==> src/rtl/ordered_list_table_assert.svh <==
// ----------------------------------------------------------------------------
// ordered_list_table assertion macros
// Immediate-implication and next-cycle-implication checks on the block clock.
// ----------------------------------------------------------------------------
`ifndef ORDERED_LIST_TABLE_ASSERT_SVH
`define ORDERED_LIST_TABLE_ASSERT_SVH

// consequent must hold in the same cycle as the antecedent
`define OLT_ASSERT_NOW(label, ante, cons, msg) \
   label: assert property (@(posedge clock) disable iff (reset) (ante) |-> (cons)) \
      else $error(msg);

// consequent must hold in the cycle after the antecedent
`define OLT_ASSERT_NEXT(label, ante, cons, msg) \
   label: assert property (@(posedge clock) disable iff (reset) (ante) |=> (cons)) \
      else $error(msg);

`endif

==> src/rtl/olt_pkg.sv <==
// ----------------------------------------------------------------------------
// olt_pkg
// Operation codes shared by the ordered list table.
// ----------------------------------------------------------------------------
package olt_pkg;

   typedef logic [2:0] opcode_type;

   localparam opcode_type OP_APPEND = 3'd0;
   localparam opcode_type OP_INSERT = 3'd1;
   localparam opcode_type OP_SEARCH = 3'd2;
   localparam opcode_type OP_DELETE = 3'd3;
   localparam opcode_type OP_QUERY  = 3'd4;

endpackage

==> src/rtl/olt_ram.sv <==
// ----------------------------------------------------------------------------
// olt_ram
// Simple dual-port RAM: one write port, one read port, registered read data.
// ----------------------------------------------------------------------------
module olt_ram #(
   parameter int WIDTH = 64,
   parameter int DEPTH = 32
) (
   input  logic                     clock,
   input  logic                     wr_en,
   input  logic [$clog2(DEPTH)-1:0] wr_addr,
   input  logic [WIDTH-1:0]         wr_data,
   input  logic [$clog2(DEPTH)-1:0] rd_addr,
   output logic [WIDTH-1:0]         rd_data
);

   logic [WIDTH-1:0] mem_ff [DEPTH];
   logic [WIDTH-1:0] rd_data_ff;

   // write port
   always_ff @(posedge clock) begin
      if (wr_en) begin
         mem_ff[wr_addr] <= wr_data;
      end
   end

   // registered read port
   always_ff @(posedge clock) begin
      rd_data_ff <= mem_ff[rd_addr];
   end

   assign rd_data = rd_data_ff;

endmodule

==> src/rtl/ordered_list_table.sv <==
// ----------------------------------------------------------------------------
// ordered_list_table
// Bounded ordered list of 64-bit words kept as linked nodes in two RAMs.
// ----------------------------------------------------------------------------
// One command at a time: a command is taken when start is high and busy is
// low, and exactly one result follows on rsp_strobe for a single cycle; the
// receiver cannot stall it. A query, or an append/insert that overflows, or a
// search/delete on an empty list, gives its result the cycle after it is
// taken. An append, or an insert at the head or at/past the end, passes
// ST_ALLOC only. An insert at position p inside the list passes ST_ALLOC,
// ST_INS_WALK and ST_INS_LINK. A search or delete walks in ST_FIND; a
// delete of a node other than the sole entry then passes ST_DEL_FRONT or
// ST_DEL_FREE. Walks are set by the node RAMs: one node is read per cycle
// through their single registered read port, so the worst case is a delete
// of the last node of a full list. busy is low in the cycle the result is
// shown, so the next command may be taken there. Freed nodes are chained
// through the link RAM; no clearing pass is needed after reset.
// ----------------------------------------------------------------------------
module ordered_list_table #(
   parameter int CAPACITY = 32
) (
   input  logic                clock,
   input  logic                reset,
   input  logic                start,
   output logic                busy,
   input  olt_pkg::opcode_type req_operation,
   input  logic [7:0]          req_position,
   input  logic [63:0]         req_value,
   output logic                rsp_strobe,
   output logic                rsp_found,
   output logic                rsp_is_empty,
   output logic [63:0]         rsp_front_value,
   output logic [5:0]          rsp_length,
   output logic                rsp_overflow
);

   import olt_pkg::*;

   localparam int SW = $clog2(CAPACITY);
   localparam int CW = $clog2(CAPACITY + 1);
   localparam int IW = (CW > 8) ? CW : 8;

   typedef enum logic [2:0] {
      ST_IDLE,
      ST_ALLOC,
      ST_INS_WALK,
      ST_INS_LINK,
      ST_FIND,
      ST_DEL_FRONT,
      ST_DEL_FREE
   } state_type;

   state_type        state_ff;
   logic [SW-1:0]    head_ff;
   logic [SW-1:0]    tail_ff;
   logic [CW-1:0]    count_ff;
   logic [CW-1:0]    used_ff;
   logic [SW-1:0]    free_head_ff;
   logic [63:0]      front_ff;
   logic             rsp_strobe_ff;
   logic             found_ff;
   logic             overflow_ff;
   opcode_type       op_ff;
   logic [7:0]       pos_ff;
   logic [63:0]      val_ff;
   logic [SW-1:0]    slot_ff;
   logic             use_free_ff;
   logic [SW-1:0]    cur_ff;
   logic [SW-1:0]    prev_ff;
   logic [CW-1:0]    idx_ff;

   logic [SW-1:0]    rd_addr;
   logic [63:0]      val_rdata;
   logic [SW-1:0]    link_rdata;
   logic             val_wr_en;
   logic             link_wr_en;
   logic [SW-1:0]    link_wr_addr;
   logic [SW-1:0]    link_wr_data;

   logic             req_add;
   logic             req_walk;
   logic             add_at_tail;
   logic             value_hit;
   logic             walk_last;
   logic             ins_reached;
   logic [CW-1:0]    count_dec;

   // command decode and walk conditions
   assign req_add     = (req_operation == OP_APPEND) || (req_operation == OP_INSERT);
   assign req_walk    = (req_operation == OP_SEARCH) || (req_operation == OP_DELETE);
   assign add_at_tail = (op_ff == OP_APPEND) || (count_ff == '0)
                        || (IW'(pos_ff) >= IW'(count_ff));
   assign value_hit   = (val_rdata == val_ff);
   assign count_dec   = count_ff - CW'(1);
   assign walk_last   = (idx_ff == count_dec);
   assign ins_reached = (IW'(idx_ff) == IW'(pos_ff));

   // node RAM read address and write ports
   always_comb begin
      rd_addr      = head_ff;
      val_wr_en    = 1'b0;
      link_wr_en   = 1'b0;
      link_wr_addr = cur_ff;
      link_wr_data = free_head_ff;
      case (state_ff)
         ST_IDLE: begin
            rd_addr = (start && req_add) ? free_head_ff : head_ff;
         end
         ST_ALLOC: begin
            rd_addr   = head_ff;
            val_wr_en = 1'b1;
            if (add_at_tail) begin
               link_wr_en   = (count_ff != '0);
               link_wr_addr = tail_ff;
               link_wr_data = slot_ff;
            end else if (pos_ff == '0) begin
               link_wr_en   = 1'b1;
               link_wr_addr = slot_ff;
               link_wr_data = head_ff;
            end
         end
         ST_INS_WALK: begin
            rd_addr = link_rdata;
            if (ins_reached) begin
               link_wr_en   = 1'b1;
               link_wr_addr = slot_ff;
               link_wr_data = link_rdata;
            end
         end
         ST_INS_LINK: begin
            link_wr_en   = 1'b1;
            link_wr_addr = cur_ff;
            link_wr_data = slot_ff;
         end
         ST_FIND: begin
            rd_addr = link_rdata;
            if (value_hit && (op_ff == OP_DELETE)) begin
               link_wr_en = 1'b1;
               if (idx_ff == '0) begin
                  link_wr_addr = cur_ff;
                  link_wr_data = free_head_ff;
               end else begin
                  link_wr_addr = prev_ff;
                  link_wr_data = link_rdata;
               end
            end
         end
         ST_DEL_FREE: begin
            link_wr_en   = 1'b1;
            link_wr_addr = cur_ff;
            link_wr_data = free_head_ff;
         end
         default: begin
            rd_addr = head_ff;
         end
      endcase
   end

   // node values
   olt_ram #(
      .WIDTH (64),
      .DEPTH (CAPACITY)
   ) u_value_ram (
      .clock   (clock),
      .wr_en   (val_wr_en),
      .wr_addr (slot_ff),
      .wr_data (val_ff),
      .rd_addr (rd_addr),
      .rd_data (val_rdata)
   );

   // next links, also chaining the free nodes
   olt_ram #(
      .WIDTH (SW),
      .DEPTH (CAPACITY)
   ) u_link_ram (
      .clock   (clock),
      .wr_en   (link_wr_en),
      .wr_addr (link_wr_addr),
      .wr_data (link_wr_data),
      .rd_addr (rd_addr),
      .rd_data (link_rdata)
   );

   // command sequencer, list pointers and result registers
   always_ff @(posedge clock) begin
      if (reset) begin
         state_ff      <= ST_IDLE;
         head_ff       <= '0;
         tail_ff       <= '0;
         count_ff      <= '0;
         used_ff       <= '0;
         free_head_ff  <= '0;
         front_ff      <= '0;
         rsp_strobe_ff <= 1'b0;
         found_ff      <= 1'b0;
         overflow_ff   <= 1'b0;
      end else begin
         rsp_strobe_ff <= 1'b0;
         case (state_ff)
            ST_IDLE: begin
               if (start) begin
                  op_ff       <= req_operation;
                  pos_ff      <= req_position;
                  val_ff      <= req_value;
                  found_ff    <= 1'b0;
                  overflow_ff <= 1'b0;
                  cur_ff      <= head_ff;
                  prev_ff     <= head_ff;
                  idx_ff      <= '0;
                  if (req_add) begin
                     if (count_ff == CW'(CAPACITY)) begin
                        overflow_ff   <= 1'b1;
                        rsp_strobe_ff <= 1'b1;
                     end else begin
                        // reuse a freed node if any, else a never-used one
                        use_free_ff <= (used_ff != count_ff);
                        if (used_ff != count_ff) begin
                           slot_ff <= free_head_ff;
                        end else begin
                           slot_ff <= used_ff[SW-1:0];
                           used_ff <= used_ff + CW'(1);
                        end
                        state_ff <= ST_ALLOC;
                     end
                  end else if (req_walk && (count_ff != '0)) begin
                     state_ff <= ST_FIND;
                  end else begin
                     rsp_strobe_ff <= 1'b1;
                  end
               end
            end
            ST_ALLOC: begin
               if (use_free_ff) begin
                  free_head_ff <= link_rdata;
               end
               count_ff <= count_ff + CW'(1);
               if (add_at_tail) begin
                  if (count_ff == '0) begin
                     head_ff  <= slot_ff;
                     front_ff <= val_ff;
                  end
                  tail_ff       <= slot_ff;
                  rsp_strobe_ff <= 1'b1;
                  state_ff      <= ST_IDLE;
               end else if (pos_ff == '0) begin
                  head_ff       <= slot_ff;
                  front_ff      <= val_ff;
                  rsp_strobe_ff <= 1'b1;
                  state_ff      <= ST_IDLE;
               end else begin
                  cur_ff   <= head_ff;
                  idx_ff   <= CW'(1);
                  state_ff <= ST_INS_WALK;
               end
            end
            ST_INS_WALK: begin
               if (ins_reached) begin
                  state_ff <= ST_INS_LINK;
               end else begin
                  cur_ff <= link_rdata;
                  idx_ff <= idx_ff + CW'(1);
               end
            end
            ST_INS_LINK: begin
               rsp_strobe_ff <= 1'b1;
               state_ff      <= ST_IDLE;
            end
            ST_FIND: begin
               if (value_hit) begin
                  found_ff <= 1'b1;
                  if (op_ff == OP_DELETE) begin
                     count_ff <= count_dec;
                     if (idx_ff == '0) begin
                        // unlink the head and push it on the free chain
                        free_head_ff <= cur_ff;
                        if (count_ff == CW'(1)) begin
                           head_ff       <= '0;
                           tail_ff       <= '0;
                           front_ff      <= '0;
                           rsp_strobe_ff <= 1'b1;
                           state_ff      <= ST_IDLE;
                        end else begin
                           head_ff  <= link_rdata;
                           state_ff <= ST_DEL_FRONT;
                        end
                     end else begin
                        if (walk_last) begin
                           tail_ff <= prev_ff;
                        end
                        state_ff <= ST_DEL_FREE;
                     end
                  end else begin
                     rsp_strobe_ff <= 1'b1;
                     state_ff      <= ST_IDLE;
                  end
               end else if (walk_last) begin
                  rsp_strobe_ff <= 1'b1;
                  state_ff      <= ST_IDLE;
               end else begin
                  prev_ff <= cur_ff;
                  cur_ff  <= link_rdata;
                  idx_ff  <= idx_ff + CW'(1);
               end
            end
            ST_DEL_FRONT: begin
               front_ff      <= val_rdata;
               rsp_strobe_ff <= 1'b1;
               state_ff      <= ST_IDLE;
            end
            ST_DEL_FREE: begin
               free_head_ff  <= cur_ff;
               rsp_strobe_ff <= 1'b1;
               state_ff      <= ST_IDLE;
            end
            default: begin
               state_ff <= ST_IDLE;
            end
         endcase
      end
   end

   // result ports
   assign busy            = (state_ff != ST_IDLE);
   assign rsp_strobe      = rsp_strobe_ff;
   assign rsp_found       = found_ff;
   assign rsp_overflow    = overflow_ff;
   assign rsp_is_empty    = (count_ff == '0);
   assign rsp_front_value = front_ff;
   assign rsp_length      = 6'(count_ff);

   // checks
   `include "ordered_list_table_assert.svh"

   `OLT_ASSERT_NEXT(a_transfer_progress, start && !busy, busy || rsp_strobe, "taken command stalled")
   `OLT_ASSERT_NOW(a_free_accounting, 1'b1, (used_ff >= count_ff) && (count_ff <= CW'(CAPACITY)), "node accounting broken")
   `OLT_ASSERT_NOW(a_overflow_full, rsp_strobe && rsp_overflow, count_ff == CW'(CAPACITY), "overflow while not full")
   `OLT_ASSERT_NOW(a_empty_front, count_ff == '0, front_ff == '0, "front value not cleared when empty")

endmodule
==> config.mk <==
export PLATFORM = sky130hd
export DESIGN_NAME = ordered_list_table
export DESIGN_NICKNAME = d
export VERILOG_FILES = /design/src/rtl/olt_pkg.sv /design/src/rtl/olt_ram.sv /design/src/rtl/ordered_list_table.sv
export VERILOG_INCLUDE_DIRS = /design/src /design/src/rtl
export SDC_FILE = /design/constraint.sdc
export NUM_CORES = 2
export LEC_CHECK = 0
export ABC_AREA = 1
export BUFFER_PORTS_ARGS = -buffer_cell sky130_fd_sc_hd__buf_2
export CAP_MARGIN = 20
export CORE_UTILIZATION = 55
export DETAILED_ROUTE_END_ITERATION = 12
export PLACE_DENSITY = 0.71
export SLEW_MARGIN = 5
export SYNTH_ARGS = -nofsm -noshare
export SYNTH_HDL_FRONTEND = slang
export SYNTH_SLANG_ARGS = --single-unit
==> constraint.sdc <==
create_clock -name clock -period 6.2 [get_ports clock]
set_clock_uncertainty 0.1 [all_clocks]
set_input_delay 1.55 -clock clock [delete_from_list [all_inputs] [get_ports clock]]
set_output_delay 1.55 -clock clock [all_outputs]
set_load 0.01 [all_outputs]
* Word-level counts from Yosys, hierarchy flattened
Memories as Yosys holds them, arrays and structs flattened. A register that Yosys moved wholly into a read port is not among the register bits. Cells that the tools add are included. W data, S select, Z words.
Operators by class: reductions and logical operators 36, $lt $le $gt $ge 1, add/sub/neg operators 4, bitwise gates (word level) 3, eq/ne operators 36, multiplexer cells 101
Operators with widths (number):
- $mux W64 | 7
- $pmux W64 S3 | 1
- $mux W5 | 37
- $eq A64 B64 Y1 | 1
- $mux W6 | 8
- $pmux W5 S2 | 4
- $pmux W5 S4 | 2
- $mux W3 | 10
- $pmux W5 S3 | 2
- $ne A2 B2 Y1 const B | 13
- $reduce_and A5 Y1 | 5
- $pmux W6 S4 | 1
- $mux W1 | 22
- $ne A3 B3 Y1 const B | 7
- $add A6 B1 Y6 const B | 3
- $eq A3 B2 Y1 const B | 5
- $logic_not A6 Y1 | 2
- $pmux W3 S4 | 1
- $pmux W6 S2 | 1
- $reduce_and A6 Y1 | 2
- $eq A3 B3 Y1 const B | 3
- $logic_not A3 Y1 | 3
- $reduce_and A3 Y1 | 3
- $reduce_bool A3 Y1 | 3
- 23 further kinds | 35
Word-level totals: output and inout port bits 75, input port bits 78, logic and storage cells 201, bits in writable memories 2208, register bits after elaboration 194, memories kept 2
Memories:
- u_value_ram.mem_ff | depth 32, width 64, rd ports 1, clocked after memory_dff 1, wr ports 1, line olt_ram.sv:17 | logic [WIDTH-1:0] mem_ff [DEPTH];
- u_link_ram.mem_ff | depth 32, width 5, rd ports 1, clocked after memory_dff 1, wr ports 1, line olt_ram.sv:17

* Logic depth before layout (Yosys ltp)
depth after elaboration 7, mapped depth 19, gate-level depth less buffers 17

* Cells and area by module
Synthesis repeated with hierarchy kept, for this count alone.
Unflattened totals: cells, all modules 9006, area total of the unflattened synthesis 101063.2 µm²
By module, submodules not included:
- olt_ram (u_value_ram) | area an instance 83022.1 µm², cells each 6768, sequential area each 62780.2 µm², times used 1
- ordered_list_table | area an instance 11239.5 µm², cells each 1643, sequential area each 4854.7 µm², times used 1
- olt_ram (u_link_ram) | area an instance 6801.5 µm², cells each 595, sequential area each 4904.7 µm², times used 1

* Worst setup path before layout
OpenSTA, ideal clock, no wires.
kind input port to flip-flop, from input port reset, to register op_ff[0] (enable), slack 0.691 ns, stages 2, buffers on the path 1, arrival 4.900 ns, library setup time 0.509 ns, required time 5.591 ns, cell sequence clkbuf_1 > nor2_1
Between the ends: word-level cells in the longest chain between the ends 2
RTL lines:
- start, declared | line ordered_list_table.sv:23 | input logic reset,
- $not A1 Y1 (no line)
- $reduce_and A3 Y1 (no line)
- end signal, assigned | line ordered_list_table.sv:203 | op_ff <= req_operation;
- end, declared | line ordered_list_table.sv:63 | opcode_type op_ff;
Every way passes these cells. A chain may end at the register's enable or synchronous reset.

* Worst setup path after layout
from register val_ff[20], to memory u_link_ram.mem_ff[30][3] in the netlist's numbering (enable)
Between the ends: word-level cells in the longest chain between the ends 6, elaborated cells between the ends (all ways) 8, those cells by class eq/ne: 1; mux: 6; reduce/logical: 1
RTL lines:
- start, declared | line ordered_list_table.sv:65 | logic [63:0] val_ff;
- start signal, assigned | line ordered_list_table.sv:205 | val_ff <= req_value;
- $eq A64 B64 Y1 (*) | line ordered_list_table.sv:93 | assign value_hit = (val_rdata == val_ff);
- $logic_and A1 B1 Y1 (*) | line ordered_list_table.sv:137 | if (value_hit && (op_ff == OP_DELETE)) begin
- $mux W1 | line ordered_list_table.sv:137
- $pmux W1 S4 | line ordered_list_table.sv:105 | case (state_ff)
- $mux W1 | line olt_ram.sv:22 | if (wr_en) begin
- $mux W1 (implied by the code) | line olt_ram.sv:23 | mem_ff[wr_addr] <= wr_data;
- end, declared | line olt_ram.sv:17
Every way passes the cells marked *; elsewhere a longest branch is shown, timed or not.

==> results.md <==
- The share of synthesized area occupied by flip-flops and latches is 72.4%.
- The overall routed net length is 293,000 microns.
- The net switching component of the power is 12,300 uW.
- For this run, the number of Yosys warnings is 0.
- Internal power comes to 29,500 uW.
- The number of stages on the worst setup path is 16.
- The clock network power share is 35.4%.
- The clock passes through at most 3 buffers.
- The cell sitting at the root of the clock tree is a clkbuf_16.
- Clock tree synthesis inserted a total of 237 buffers.
- The per-cell via count in the routed design is 6.15.
- For this run, the top clock speed supported by timing is 0.200 GHz.
- The final instance area is 0.112 sq mm.
- The endpoint of the worst register-to-register path is u_link_ram.mem_ff[30][3].
- The final hold violation count is 0.
- The flow ran to the end, and the final reports show no timing, DRC or antenna violations.
- The arrival time at the worst endpoint is 5.44 ns.
- In this run the tightest slew margin relative to its limit is 21.7%.
- The aggregate global-route resource usage is 31.4%.
- The floorplan die area is 0.184 sq mm.
- The number of sinks driven by the clock tree is 2,471.
- Summing the areas of all xor and xnor instances in the mapped netlist gives 0.306% of the synthesized area.
- The synthesized flop and latch total is 2,471.
- The first global-routing pass estimated 426,000 microns of wire.
- The layout has 13,400 filler cells.
- The longest individual stage delay on the worst path is 0.99 ns.
- Summing all multi-input logic gate instances after layout gives 0.0242 sq mm.
- The dominant combinational cell family by area after synthesis is simple AND/OR/NAND/NOR gates.
- The starting DRC count in detailed routing is 9,877.
- The net count reported at finish is 8,860.
- TritonCTS built the clock tree.
- For this run, the leading register cell type out of synthesis is edfxtp_1.
- The via count is 69,800.
- For this design, the slowest cell found on the critical path is edfxtp_1.
- The number of placement rows is 156.
- The source of the worst hold timing path is tail_ff[3].
- The fraction of synthesis flops using an asynchronous set or reset pin is 0%.
- The final design utilization is 62.1%.
- The reg-to-reg startpoint is val_ff[20].
- The adder and majority cell fraction of the synthesized area is 0.150%.
- The combinational power share is 19.2%.
- The critical-path maximum fanout is 34.
- The cell occurring most often along the worst timing path is nand2_1.
- The slew of the pin with the lowest slew margin is 1.17 ns.
- The first detailed-routing pass ran for 7 iterations.
- The H-tree was split into 4 levels.
- The final estimated routing congestion in global placement is 0.939.
- The height of the die is 429 microns.
- Once detailed placement completed, the half-perimeter wirelength came to 148,000 microns.
- The count of flip-flops with a built-in enable after synthesis is 2,305.
- The total count of max-transition violations in the final report is 0.
- The share of total power dissipated in sequential elements is 45.4%.
- The area taken by flip-flops and latches is 0.0725 sq mm.
- Max-cap violations in this run came to 0.
- Counting every net in the synthesized netlist gives 8,784.
- The worst path uses 80.8% of the clock period.
- The source of the critical timing path is val_ff[20].
- The placed standard-cell area is 0.104 sq mm.
- The total global routing overflow is 0.
- After the flow finishes, the layout carries non-filler instances totaling 11,400.
- The number of global-route vias before repair came to 65,100.
- Hold repair after CTS inserted 0 buffers.
- The horizontal die dimension is 429 microns.
- The clock slew seen by the registers of the worst setup and hold paths is 0.07 ns.
- The worst register-to-register path has a depth of 16.
- For this design the top-level I/O count stands at 153.
- The mean instance size in the synthesized netlist is 11.5 sq um.
- Setup slack on the worst reg-to-reg path comes out at 1.19 ns.
- The worst hold-check path type is reg -> reg.
- IR analysis of the VDD net gives a maximum drop of 327 uV.
- The pin count of the biggest net entering global routing is 171.
- Once detail routing completed, the nets flagged for antenna violations numbered 0.
- The initial antenna violation count is 3.
- The end point of the critical path is u_link_ram.mem_ff[30][3].
- The minimum clock period after layout is 5.01 ns.
- The signal on the critical path passes through inv_1 -> nand2_1 -> nand2_1 -> nor2_1 -> nand2_1 -> nor2_1 -> nand2_1 -> nor2_1 -> nand2_1 -> nand2_1 -> nand4_1 -> nand2_1 -> inv_1 -> nor2_1 -> nand3_1 -> nor2_1.
- The area of the placeable core is 0.181 sq mm.
- Net switching is 29.4% of the power.
- For this design the static power due to leakage is 0.0411 uW.
- For this configuration, the core starts out at a cell density of 55.4%.
- The total of endpoints with negative setup slack in the final report is 0.
- The kind of capture point of the worst setup path is a flip-flop.
- The quantity of I/O buffers inserted on ports is 152.
- Setup repair after global routing left no endpoint under its margin.
- The detailed-route wire length per cell is 25.8 microns.
- Clock latency on the worst-skew pair, taken at its later pin, is 0.88 ns.
- Synthesis instantiated 42 different standard cells from the library.
- The gate family responsible for the most delay along the worst path is simple AND/OR/NAND/NOR gates.
- After synthesis the cells add up to 0.100 sq mm.
- The category of the critical setup timing path is reg -> reg.
- The post-CTS repair timing setup buffer count is 0.
- The repair_antennas step left the layout with diodes totalling 0.
- Of the cells placed in the final design, the portion with a size suffix greater than 1 is 8.69%.
- Summing the areas of all compound-gate instances in the mapped netlist gives 2.74% of the synthesized area.
- STA classifies the critical path startpoint as a flip-flop.
- Power spread over the standard cell area amounts to 373 mW/mm^2.
- The number of instances resized during post-cts repair is 0.
- Summing the areas of all and, or, nand and nor instances in the mapped netlist gives 20.7% of the synthesized area.
- Summed over all failing endpoints, the final setup total negative slack is 0 ns.
- The synthesized instance count is 8,694.
- From synthesis to final layout, the design area changed by 12.1%.
- The number of design rule violations left after detail routing is 0.
- The portion of synthesized area spent on multiplexers is 0%.
- For the worst setup path, the data required time is 6.63 ns.
- The number of buffers and inverters on the critical path is 2.
- After detailed placement, the design holds a cell count of 10,900.
[how the worst min path moves through the flow]
stage	end	slack (ns)	cells after the start
floorplan	tail_ff[3]	0.33	2
global placement	tail_ff[3]	0.35	2
detailed placement	tail_ff[3]	0.35	2
CTS	tail_ff[3]	0.36	2
global route	tail_ff[3]	0.39	2
finish	tail_ff[3]	0.36	2
[per-stage QoR]
stage / power, uW / worst slack [ns] / hold WS [ns]
after global placement: 27100 / 1.50 / 0.348
after global routing: 43400 / 0.908 / 0.393
after CTS: 41800 / 1.39 / 0.363
final: 41900 / 1.19 / 0.365
after detailed placement: 27200 / 1.43 / 0.353
after floorplan: 24800 / 0.691 / 0.330
[worst reg2reg max path, stage by stage (launching register included)]
cell	delay, ns
edfxtp_1	0.99
inv_1	0.16
nand2_1	0.10
nand2_1	0.07
nor2_1	0.14
nand2_1	0.08
nor2_1	0.45
nand2_1	0.34
nor2_1	0.23
nand2_1	0.21
nand2_1	0.23
nand4_1	0.19
nand2_1	0.12
inv_1	0.05
nor2_1	0.11
nand3_1	0.53
nor2_1	0.57
[state kept, by name (all words and copies together) (netlist names)]
register	count
cur_ff	5
val_ff	64
free_head_ff	5
op_ff	3
head_ff	5
u_value_ram.mem_ff	2048
rsp_strobe	1
prev_ff	5
u_link_ram.mem_ff	160
u_value_ram.rd_data	64
use_free_ff	1
slot_ff	5
tail_ff	5
rsp_length	6
rsp_found	1
u_link_ram.rd_data	5
rsp_overflow	1
rsp_front_value	64
used_ff	6
state_ff	3
idx_ff	6
pos_ff	8
[per-layer routing]
metal	GRT usage (%)	share of wire [%]	vias to the layer above
li1	-	-	30700
met1	42.9	37	33600
met2	49.1	46	4612
met3	6.14	12	792
met4	14.1	4.8	2
met5	0	0.0031	-
[Yosys cell counts, types with 2 or more instances]
| cell type | number | share of area, % |
|---|---|---|
| nand2_1 | 2498 | 9.4 |
| edfxtp_1 | 2305 | 69 |
| nand3_1 | 1940 | 9.7 |
| inv_1 | 373 | 1.4 |
| nor2_1 | 339 | 1.3 |
| buf_2 | 255 | 1.3 |
| clkbuf_1 | 197 | 0.74 |
| o211ai_1 | 171 | 1.3 |
| dfxtp_1 | 166 | 3.3 |
| o21ai_0 | 145 | 0.72 |
| buf_1 | 59 | 0.22 |
| o22ai_1 | 59 | 0.37 |
| a21oi_1 | 46 | 0.23 |
| nand4_1 | 24 | 0.15 |
| xor2_1 | 20 | 0.17 |
| xnor2_1 | 15 | 0.13 |
| buf_4 | 12 | 0.090 |
| ha_1 | 12 | 0.15 |
| nor3_1 | 11 | 0.055 |
| inv_2 | 7 | 0.026 |
| a31oi_1 | 6 | 0.037 |
| clkinv_1 | 4 | 0.015 |
| nor4_1 | 4 | 0.025 |
| o21bai_1 | 3 | 0.022 |
| or2_2 | 3 | 0.019 |
| nand3_2 | 2 | 0.020 |
| nor2_4 | 2 | 0.022 |
| o21a_1 | 2 | 0.015 |
[final cells by class]
| class | count | area share, % |
|---|---|---|
| timing repair buffer | 361 | 2.76 |
| sequential | 2471 | 64.6 |
| multi-input combinational | 5315 | 21.6 |
| inverter | 384 | 1.31 |
| clock buffer | 336 | 6.01 |
| tap | 2370 | 2.64 |
| clock inverter | 114 | 1.15 |
[power groups by stage]
stage	clock network [uW]	registers, uW	logic (uW)
2_1_floorplan	0	19300	5480
3_3_place_gp	0	19300	7730
3_5_place_dp	0	19300	7890
4_1_cts	14900	19000	7940
5_1_grt	15500	19000	8820
6_report	14800	19000	8040
[cells in the final DEF, fill, tap and decap left out, drive strengths merged]
| cell | n |
|---|---|
| nand2 | 2500 |
| edfxtp | 2305 |
| nand3 | 1942 |
| inv | 389 |
| buf | 360 |
| nor2 | 342 |
| clkbuf | 337 |
| o211ai | 171 |
| dfxtp | 166 |
| o21ai | 146 |
| clkinv | 81 |
| o22ai | 59 |
| a21oi | 46 |
| nand4 | 24 |
| bufinv | 24 |
| xor2 | 20 |
| xnor2 | 15 |
| ha | 12 |
| nor3 | 12 |
| a31oi | 6 |
| nor4 | 4 |
| clkinvlp | 4 |
| o21bai | 3 |
| or2 | 3 |
| o21a | 2 |
| a211oi | 2 |
| and3 | 1 |
| nor4b | 1 |
| a22oi | 1 |
| o31ai | 1 |
| a311oi | 1 |
| a21o | 1 |
[kinds of logic (layout without fill, tap and decap cells)]
family | count (synthesis) | in the layout
and+or+nand+nor | 4829 | 4829
DFF | 2471 | 2471
buffers and inverters | 908 | 1195
AOI/OAI and AO/OA | 439 | 439
xor gates and xnor gates | 35 | 35
adders and majority gates | 12 | 12
(Power assumes the default switching activity.)
